===== config.mk =====
export PLATFORM = sky130hd
export DESIGN_NAME = ogg_page_packet_deframer
export DESIGN_NICKNAME = d
export VERILOG_FILES = /design/src/rtl/ogdf_pkg.sv /design/src/rtl/ogg_page_packet_deframer.sv /design/src/rtl/ogdf_datapath.sv /design/src/rtl/ogdf_ctrl.sv
export SDC_FILE = /design/constraint.sdc
export NUM_CORES = 2
export LEC_CHECK = 0
export ABC_CLOCK_PERIOD_IN_PS = 4690
export BUFFER_PORTS_ARGS = -buffer_cell sky130_fd_sc_hd__buf_2
export CAP_MARGIN = 20
export CORE_MARGIN = 4
export CORE_UTILIZATION = 45
export DETAILED_ROUTE_END_ITERATION = 8
export GPL_ROUTABILITY_DRIVEN = 0
export PLACE_DENSITY = 0.58
export RECOVER_POWER = 50
export SKIP_CTS_REPAIR_TIMING = 1
export SKIP_LAST_GASP = 1
export SLEW_MARGIN = 15
export SYNTH_ARGS = -nofsm -noshare
export SYNTH_HDL_FRONTEND = slang
export SYNTH_SLANG_ARGS = --single-unit

===== constraint.sdc =====
create_clock -name clk -period 4.69 [get_ports clk]
set_clock_uncertainty 0.1 [all_clocks]
set_input_delay 0.469 -clock clk [delete_from_list [all_inputs] [get_ports clk]]
set_output_delay 0.469 -clock clk [all_outputs]
set_load 0.005 [all_outputs]

===== src/rtl/ogdf_pkg.sv =====
// shared types, constants and helpers for the ogg page deframer
`default_nettype none

package ogdf_pkg;

	localparam int MAX_SEGMENTS = 255;
	localparam int SEG_W        = 8;
	localparam int HDR_POS_W    = 5;
	localparam int CAPTURE_LEN  = 4;
	localparam int HDR_CNT_POS  = 26;
	localparam logic [7:0] LACE_FULL = 8'hFF;

	typedef enum logic [1:0] {
		ST_OK    = 2'd0,
		ST_HALT  = 2'd1,
		ST_TRUNC = 2'd2
	} status_t;

	typedef struct packed {
		logic [7:0] in_byte;
		logic       last_of_body;
	} in_beat_t;

	typedef struct packed {
		logic [7:0] out_byte;
		logic       byte_valid;
		logic       packet_end;
		status_t    status;
	} out_beat_t;

	// commands from the controller to the datapath
	typedef struct packed {
		logic take;
		logic clear;
		logic page_done;
		logic adv_rd;
		logic adv_skip;
		logic adv_load;
		logic emit_marker;
		logic emit_trunc;
	} dfr_cmd_t;

	// status from the datapath to the controller
	typedef struct packed {
		logic halted;
		logic last;
		logic need_adv;
		logic pos_end;
		logic rd_zero;
		logic packet_open;
		logic trunc_needed;
		logic out_free;
	} dfr_stat_t;

	// "OggS"
	function automatic logic [7:0] capture_byte(input logic [1:0] idx);
		logic [7:0] val;
		case (idx)
			2'd0: val = 8'h4F;
			2'd1: val = 8'h67;
			2'd2: val = 8'h67;
			2'd3: val = 8'h53;
			default: val = 8'h00;
		endcase
		return val;
	endfunction

endpackage

`default_nettype wire


===== src/rtl/ogg_page_packet_deframer.sv =====
// top level of the ogg page deframer: controller plus datapath
`default_nettype none

// Usage:
//  src channel: one beat per body byte (in_byte, last_of_body). A beat is
//  taken when src_valid is high and src_stall is low.
//  dst channel: one beat per result (payload byte, bare end marker or
//  status word). Taken when dst_valid is high and dst_stall is low.
//  Timing: a payload or halt beat is in the output register in the cycle after
//  its input beat; end markers and truncation status follow the walk below.
//  Flow: header, lacing and payload bytes are taken back to back while the
//  controller accepts. After the last lacing byte and after the last byte
//  of every payload segment the controller walks the lacing table, with a
//  memory read state and a check state per entry visited and a final read
//  once the page has no segments left, so each zero-length segment in a run
//  adds a read and a check to the walk. A beat with last_of_body adds a
//  finishing state, in which a truncation status beat is sent if the body
//  stopped inside a page or an open packet; a body that ends while already halted needs none.
//  Reset: arst_n clears the parse state and the output register; the lacing
//  table holds nothing until the next page writes it, with no clearing pass.
//  Stall: while a beat waits under dst_stall, src_stall is high and the walk
//  and the finish hold before any beat they would send.
module ogg_page_packet_deframer (
	input  wire logic                clk,
	input  wire logic                arst_n,
	input  wire logic                src_valid,
	output logic                     src_stall,
	input  wire ogdf_pkg::in_beat_t  src_beat,
	output logic                     dst_valid,
	input  wire logic                dst_stall,
	output ogdf_pkg::out_beat_t      dst_beat
);

	// command and status between the two halves
	ogdf_pkg::dfr_cmd_t  cmd;
	ogdf_pkg::dfr_stat_t stat;

	// sequencing: byte acceptance, lacing walk, end-of-body finish
	ogdf_ctrl u_ctrl (
		.clk       (clk),
		.arst_n    (arst_n),
		.src_valid (src_valid),
		.src_stall (src_stall),
		.stat      (stat),
		.cmd       (cmd)
	);

	// parse registers, lacing table and the output register
	ogdf_datapath u_datapath (
		.clk       (clk),
		.arst_n    (arst_n),
		.src_beat  (src_beat),
		.dst_stall (dst_stall),
		.cmd       (cmd),
		.stat      (stat),
		.dst_valid (dst_valid),
		.dst_beat  (dst_beat)
	);

endmodule

`default_nettype wire


===== src/rtl/ogdf_datapath.sv =====
// parse registers, lacing table memory and output register of the deframer
`default_nettype none

module ogdf_datapath (
	input  wire logic               clk,
	input  wire logic               arst_n,
	input  wire ogdf_pkg::in_beat_t src_beat,
	input  wire logic               dst_stall,
	input  wire ogdf_pkg::dfr_cmd_t cmd,
	output ogdf_pkg::dfr_stat_t     stat,
	output logic                    dst_valid,
	output ogdf_pkg::out_beat_t     dst_beat
);

	typedef enum logic [1:0] {
		PH_HEADER,
		PH_LACING,
		PH_PAYLOAD
	} phase_t;

	phase_t                              phase_q;
	logic [ogdf_pkg::HDR_POS_W-1:0]      hdr_pos_q;
	logic [ogdf_pkg::SEG_W-1:0]          seg_cnt_q;
	logic [ogdf_pkg::SEG_W-1:0]          seg_pos_q;
	logic [7:0]                          bytes_left_q;
	logic [7:0]                          cur_len_q;
	logic                                pkt_open_q;
	logic                                halted_q;
	logic [7:0]                          rd_q;
	logic [7:0]                          lace_mem [ogdf_pkg::MAX_SEGMENTS];
	logic                                out_valid_q;
	ogdf_pkg::out_beat_t                 out_q;

	logic [7:0]                          in_b;
	logic                                active;
	logic [7:0]                          bl_next;
	logic [ogdf_pkg::SEG_W:0]            seg_inc_w;
	logic                                lace_done;
	logic                                hdr_match;
	logic                                count_bad;
	logic                                in_capture;
	logic                                pay_end;
	logic                                take_halt;
	logic                                take_pay;
	logic                                emit_any;
	ogdf_pkg::out_beat_t                 next_beat;

	assign in_b       = src_beat.in_byte;
	assign active     = cmd.take && !halted_q;
	assign bl_next    = (bytes_left_q != 8'd0) ? bytes_left_q - 8'd1 : 8'd0;
	assign seg_inc_w  = {1'b0, seg_pos_q} + (ogdf_pkg::SEG_W+1)'(1);
	assign lace_done  = seg_inc_w >= {1'b0, seg_cnt_q};
	assign hdr_match  = in_b == ogdf_pkg::capture_byte(hdr_pos_q[1:0]);
	assign count_bad  = {1'b0, in_b} > 9'(ogdf_pkg::MAX_SEGMENTS);
	assign in_capture = hdr_pos_q < ogdf_pkg::HDR_POS_W'(ogdf_pkg::CAPTURE_LEN);
	assign pay_end    = (bl_next == 8'd0) && (cur_len_q != ogdf_pkg::LACE_FULL);

	assign take_halt = active && (phase_q == PH_HEADER)
		&& ((in_capture && !hdr_match)
		|| (hdr_pos_q == ogdf_pkg::HDR_POS_W'(ogdf_pkg::HDR_CNT_POS) && count_bad));
	assign take_pay  = active && (phase_q == PH_PAYLOAD);
	assign emit_any  = take_halt || take_pay || cmd.emit_marker || cmd.emit_trunc;

	always_comb begin
		next_beat = '{out_byte: 8'd0, byte_valid: 1'b0, packet_end: 1'b0,
			status: ogdf_pkg::ST_OK};
		if (take_halt) begin
			next_beat.status = ogdf_pkg::ST_HALT;
		end else if (take_pay) begin
			next_beat.out_byte   = in_b;
			next_beat.byte_valid = 1'b1;
			next_beat.packet_end = pay_end;
		end else if (cmd.emit_marker) begin
			next_beat.packet_end = 1'b1;
		end else if (cmd.emit_trunc) begin
			next_beat.status = ogdf_pkg::ST_TRUNC;
		end
	end

	always_comb begin
		stat.halted       = halted_q;
		stat.last         = src_beat.last_of_body;
		stat.need_adv     = !halted_q && (((phase_q == PH_LACING) && lace_done)
			|| ((phase_q == PH_PAYLOAD) && (bl_next == 8'd0)));
		stat.pos_end      = seg_pos_q >= seg_cnt_q;
		stat.rd_zero      = rd_q == 8'd0;
		stat.packet_open  = pkt_open_q;
		stat.trunc_needed = !halted_q
			&& ((phase_q != PH_HEADER) || (hdr_pos_q != '0) || pkt_open_q);
		stat.out_free     = !out_valid_q || !dst_stall;
	end

	// parse state
	always_ff @(posedge clk or negedge arst_n) begin
		if (!arst_n) begin
			phase_q      <= PH_HEADER;
			hdr_pos_q    <= '0;
			seg_cnt_q    <= '0;
			seg_pos_q    <= '0;
			bytes_left_q <= '0;
			cur_len_q    <= '0;
			pkt_open_q   <= 1'b0;
			halted_q     <= 1'b0;
		end else if (cmd.clear) begin
			phase_q      <= PH_HEADER;
			hdr_pos_q    <= '0;
			seg_cnt_q    <= '0;
			seg_pos_q    <= '0;
			bytes_left_q <= '0;
			pkt_open_q   <= 1'b0;
			halted_q     <= 1'b0;
		end else begin
			if (active) begin
				case (phase_q)
					PH_HEADER: begin
						if (in_capture) begin
							if (!hdr_match) begin
								halted_q <= 1'b1;
							end else begin
								hdr_pos_q <= hdr_pos_q + ogdf_pkg::HDR_POS_W'(1);
							end
						end else if (hdr_pos_q
								< ogdf_pkg::HDR_POS_W'(ogdf_pkg::HDR_CNT_POS)) begin
							hdr_pos_q <= hdr_pos_q + ogdf_pkg::HDR_POS_W'(1);
						end else if (count_bad) begin
							halted_q <= 1'b1;
						end else begin
							seg_cnt_q <= in_b;
							seg_pos_q <= '0;
							hdr_pos_q <= '0;
							phase_q   <= (in_b == 8'd0) ? PH_HEADER : PH_LACING;
						end
					end
					PH_LACING: begin
						seg_pos_q <= lace_done ? '0 : seg_inc_w[ogdf_pkg::SEG_W-1:0];
					end
					PH_PAYLOAD: begin
						pkt_open_q   <= !pay_end;
						bytes_left_q <= bl_next;
						if (bl_next == 8'd0) begin
							seg_pos_q <= seg_inc_w[ogdf_pkg::SEG_W-1:0];
						end
					end
					default: begin
						phase_q <= PH_HEADER;
					end
				endcase
			end
			if (cmd.page_done) begin
				phase_q      <= PH_HEADER;
				hdr_pos_q    <= '0;
				seg_pos_q    <= '0;
				bytes_left_q <= '0;
			end
			if (cmd.adv_skip) begin
				seg_pos_q  <= seg_inc_w[ogdf_pkg::SEG_W-1:0];
				pkt_open_q <= 1'b0;
			end
			if (cmd.adv_load) begin
				phase_q      <= PH_PAYLOAD;
				bytes_left_q <= rd_q;
				cur_len_q    <= rd_q;
			end
		end
	end

	// lacing table, registered read
	always_ff @(posedge clk) begin
		if (active && (phase_q == PH_LACING)) begin
			lace_mem[seg_pos_q] <= in_b;
		end
		if (cmd.adv_rd) begin
			rd_q <= lace_mem[seg_pos_q];
		end
	end

	// output register
	always_ff @(posedge clk or negedge arst_n) begin
		if (!arst_n) begin
			out_valid_q <= 1'b0;
		end else if (emit_any) begin
			out_valid_q <= 1'b1;
		end else if (!dst_stall) begin
			out_valid_q <= 1'b0;
		end
	end

	always_ff @(posedge clk) begin
		if (emit_any) begin
			out_q <= next_beat;
		end
	end

	assign dst_valid = out_valid_q;
	assign dst_beat  = out_q;

	a_seg_pos_bound: assert property (@(posedge clk) disable iff (!arst_n)
		seg_pos_q <= seg_cnt_q)
		else $error("segment position past segment count");

	a_lacing_count: assert property (@(posedge clk) disable iff (!arst_n)
		(phase_q == PH_LACING) |-> (seg_cnt_q != '0))
		else $error("lacing phase with zero segment count");

	a_out_hold: assert property (@(posedge clk) disable iff (!arst_n)
		(out_valid_q && dst_stall) |=> (out_valid_q && $stable(out_q)))
		else $error("stalled output beat changed");

endmodule

`default_nettype wire


===== src/rtl/ogdf_ctrl.sv =====
// controller state machine of the ogg page deframer
`default_nettype none

module ogdf_ctrl (
	input  wire logic                clk,
	input  wire logic                arst_n,
	input  wire logic                src_valid,
	output logic                     src_stall,
	input  wire ogdf_pkg::dfr_stat_t stat,
	output ogdf_pkg::dfr_cmd_t       cmd
);

	typedef enum logic [1:0] {
		ST_ACCEPT,
		ST_ADV_RD,
		ST_ADV_CHK,
		ST_FIN
	} state_t;

	state_t state_q;
	logic   last_q;
	logic   take;

	assign src_stall = !((state_q == ST_ACCEPT) && stat.out_free);
	assign take      = src_valid && !src_stall;

	always_comb begin
		cmd = '0;
		case (state_q)
			ST_ACCEPT: begin
				cmd.take  = take;
				cmd.clear = take && stat.halted && stat.last;
			end
			ST_ADV_RD: begin
				cmd.page_done = stat.pos_end;
				cmd.adv_rd    = !stat.pos_end;
			end
			ST_ADV_CHK: begin
				if (!stat.rd_zero) begin
					cmd.adv_load = 1'b1;
				end else if (!stat.packet_open) begin
					cmd.adv_skip = 1'b1;
				end else if (stat.out_free) begin
					cmd.adv_skip    = 1'b1;
					cmd.emit_marker = 1'b1;
				end
			end
			ST_FIN: begin
				if (!stat.trunc_needed) begin
					cmd.clear = 1'b1;
				end else if (stat.out_free) begin
					cmd.emit_trunc = 1'b1;
					cmd.clear      = 1'b1;
				end
			end
			default: begin
				cmd = '0;
			end
		endcase
	end

	always_ff @(posedge clk or negedge arst_n) begin
		if (!arst_n) begin
			state_q <= ST_ACCEPT;
			last_q  <= 1'b0;
		end else begin
			case (state_q)
				ST_ACCEPT: begin
					if (take && !(stat.halted && stat.last)) begin
						if (stat.need_adv) begin
							state_q <= ST_ADV_RD;
							last_q  <= stat.last;
						end else if (stat.last) begin
							state_q <= ST_FIN;
						end
					end
				end
				ST_ADV_RD: begin
					if (stat.pos_end) begin
						state_q <= last_q ? ST_FIN : ST_ACCEPT;
					end else begin
						state_q <= ST_ADV_CHK;
					end
				end
				ST_ADV_CHK: begin
					if (!stat.rd_zero) begin
						state_q <= last_q ? ST_FIN : ST_ACCEPT;
					end else if (!stat.packet_open || stat.out_free) begin
						state_q <= ST_ADV_RD;
					end
				end
				ST_FIN: begin
					if (!stat.trunc_needed || stat.out_free) begin
						state_q <= ST_ACCEPT;
					end
				end
				default: begin
					state_q <= ST_ACCEPT;
				end
			endcase
		end
	end

	a_chk_after_rd: assert property (@(posedge clk) disable iff (!arst_n)
		(state_q == ST_ADV_CHK) |-> ($past(state_q) == ST_ADV_RD
		|| $past(state_q) == ST_ADV_CHK))
		else $error("lacing check without a preceding read");

	a_marker_room: assert property (@(posedge clk) disable iff (!arst_n)
		cmd.emit_marker |-> stat.out_free)
		else $error("end marker issued while output register is occupied");

	a_fin_quiet: assert property (@(posedge clk) disable iff (!arst_n)
		(state_q == ST_FIN && !stat.trunc_needed) |=> (state_q == ST_ACCEPT))
		else $error("finish did not return to accept");

endmodule

`default_nettype wire

==> run metrics <==
CP delay by family, top compound AO/OA/AOI/OAI gates; initial core utilization 45.29%; largest net degree at the start of global routing 216; drt pass-1 iters 6; Synth Instances 4117; cell taking the most area after synthesis edfxtp_1; Layout area overhead 13.60%; Placed Instances 6677; Seq/Total Area, Yosys 75.88%; FF/Latch Area 63000 sq um; number of H-tree levels 4; DR WL/cell 34.06 um; fraction of registers with async set/reset 2.138%; share of cells above drive strength 1 24.14%; most common library cells after synthesis edfxtp_1 (2060), mux4_2 (492), nor2_1 (312); Crit Path Max Fanout 27; Mapped Area 83000 sq um; dpl cell area 87820 sq um; CP Data Arrival Time 4900 ps; Die ar. 191400 sq um; Max Slew Vio Count 1535; cell area power density 487.7 nW/um^2; max-cap viol count 18; global route overflow 0; yosys warns 0; post-route cell area 94290 sq um; status finished, violations left; crit-path cells buf_12 > buf_12 > mux4_2 > a221oi_1 > nand3_1 > a21oi_1 > a21o_1 > nand4_1; Die H 437.5 um; clock tree root driver cell clkbuf_16; multi-input logic area 18740 sq um; clock-pin slew on the worst setup and hold paths 60 ps; I/O pins 27; setup TNS 0 ps; reg2reg start u_datapath.seg_pos_q[0]$_DFFE_PN0P_; FILL cells 14392; Final ANT Viol Nets 0; top-count cell post-synth edfxtp_1; Slew @ Worst Pin 4104 ps; Main synth FF type edfxtp_1; Final Hold Slack 74.77 ps; DR DRC count 0; Post-synth EDFFs 2060; fmax 226.4 MHz; Rows 157; Bufs and invs on worst path 2; register bit total from synthesis 2105; gr usage total 25.07%; vias in the first global route 42559; Tcrit/Tclk final 94.18%; Crit Path Class reg -> reg; final setup vio count 0; RSZ-0062 raised after global routing no; hold_sp src_beat[7]; top cell type's share of synthesized area 74.53%; synth unique cells 78; clk buf depth 3; maximum VDD drop 0.3187 mV; post-synthesis area per instance 20.16 sq um; detailed-route vias per instance 6.129; CORE AREA 183300 sq um; leak pwr 29.37 nW; Hold Violations, Final 0; insertion delay to the later sink of the worst-skew pair 860 ps; I/O Buffers 26; total power 45.99 mW; Layout Cells excl Fill 7072; cts bufs inserted 212; violated checks capacitance limit, slew limit; hpwl dp 154.7 mm; critical path's most frequent cell buf_12; Slew headroom -173.6%; kind of end point of the critical path flip-flop; worst path required time 5170 ps; first-pass GRT wire length 337.7 mm; initial antenna violation count 2; fin crit period 4417 ps; critical-path cell with the highest stage delay a221oi_1; Die W 437.5 um; Worst Hold Class in -> reg; Area contributors post-synth edfxtp_1 (75%), mux4_2 (13%), mux2i_1 (1.6%); Mapped Nets 4162; Nets 4478; Crit. Startpoint u_datapath.seg_pos_q[0]$_DFFE_PN0P_; DRT iter0 DRCs 6126; CP startpoint kind flip-flop; vias 43345; drt total wl 240.9 mm; # clock sinks 2105; Max stage delay on crit path 920 ps; CTS tree yes
kinds of logic (layout without fill, tap and decap cells):
kind of cell	after synthesis	after routing	share of synthesized area (%)
AO/OA/AOI/OAI	357	357	3.028
multiplexers	625	625	14.96
AND/OR/NAND/NOR	726	726	3.883
adder cells (fa/ha/maj)	32	32	0.4824
XOR/XNOR	9	9	0.09497
flip-flops	2105	2105	75.88
buffers and inverters	263	752	1.673
other	0	2	0
worst min-delay path, stage by stage:
cell	delay (ps)
clkbuf_8	240
nand2_1	150
a21oi_1	60
state kept, by name, summed over array words and instances, names as in the netlist, 5 cells and up:
name / flops
u_datapath.hdr_pos_q: 5
u_datapath.seg_cnt_q: 8
u_datapath.lace_mem: 2040
u_datapath.bytes_left_q: 8
u_datapath.cur_len_q: 8
u_datapath.dst_beat: 12
u_datapath.rd_q: 8
u_datapath.seg_pos_q: 8
layer usage:
layer / up-vias / track usage (%) / wire length, um
li1: 17631 / - / -
met1: 23013 / 35.12 / 96160
met2: 2265 / 38.54 / 111800
met3: 432 / 5.579 / 21900
met4: 4 / 10.12 / 10770
met5: - / 0 / 245
report_power, final:
part | internal [mW] | switching [mW] | total [mW]
logic | 3.31 | 5.13 | 8.44
clock network | 9.17 | 7.13 | 16.3
registers | 20.9 | 0.355 | 21.3
final cells by class:
type                       instances  area share [%]
inverter                          27          0.1128
timing repair buffer             338           2.894
sequential                      2105           66.82
tap                             2464           3.270
multi-input combinational       1749           19.87
clock inverter                   120           1.120
clock buffer                     267           5.913
antenna                            2        0.005308
worst paths after layout:
path	to	slack, ps	cells after the start
worst max register to register	u_datapath.rd_q[4]$_DFFE_PP_	270	8
worst min-delay path	u_datapath.seg_cnt_q[6]$_DFFE_PN0P_	70	3
worst min register to register	u_datapath.cur_len_q[1]$_DFFE_PN0P_	380	2
worst max-delay path	u_datapath.rd_q[4]$_DFFE_PP_	270	8
min in group asynchronous	u_datapath.bytes_left_q[4]$_DFFE_PN0P_	1040	3
max in group asynchronous	u_datapath.seg_pos_q[1]$_DFFE_PN0P_	1480	3
stage by stage:
step                setup slack, ps  utilization, %
floorplan                     987.6               -
global placement              354.9           47.92
detailed placement            351.7           47.92
CTS                           342.5           51.54
global route                  101.2           51.45
finish                        272.9           51.45
cells in the final DEF (no fill, tap or decap), types with 32 or more instances in the layout:
cell type	synthesis	final
edfxtp_1	2060	2060
mux4_2	492	492
nor2_1	312	311
buf_4	27	261
clkbuf_16	0	215
nand2_1	202	202
mux2i_1	131	131
a22oi_1	79	79
clkbuf_1	81	70
nand3_1	64	64
a21oi_1	64	64
clkinv_1	2	62
o21ai_0	39	39
dfrtp_1	45	39
ha_1	32	32
Note: power is estimated with default switching activity, not from simulation.
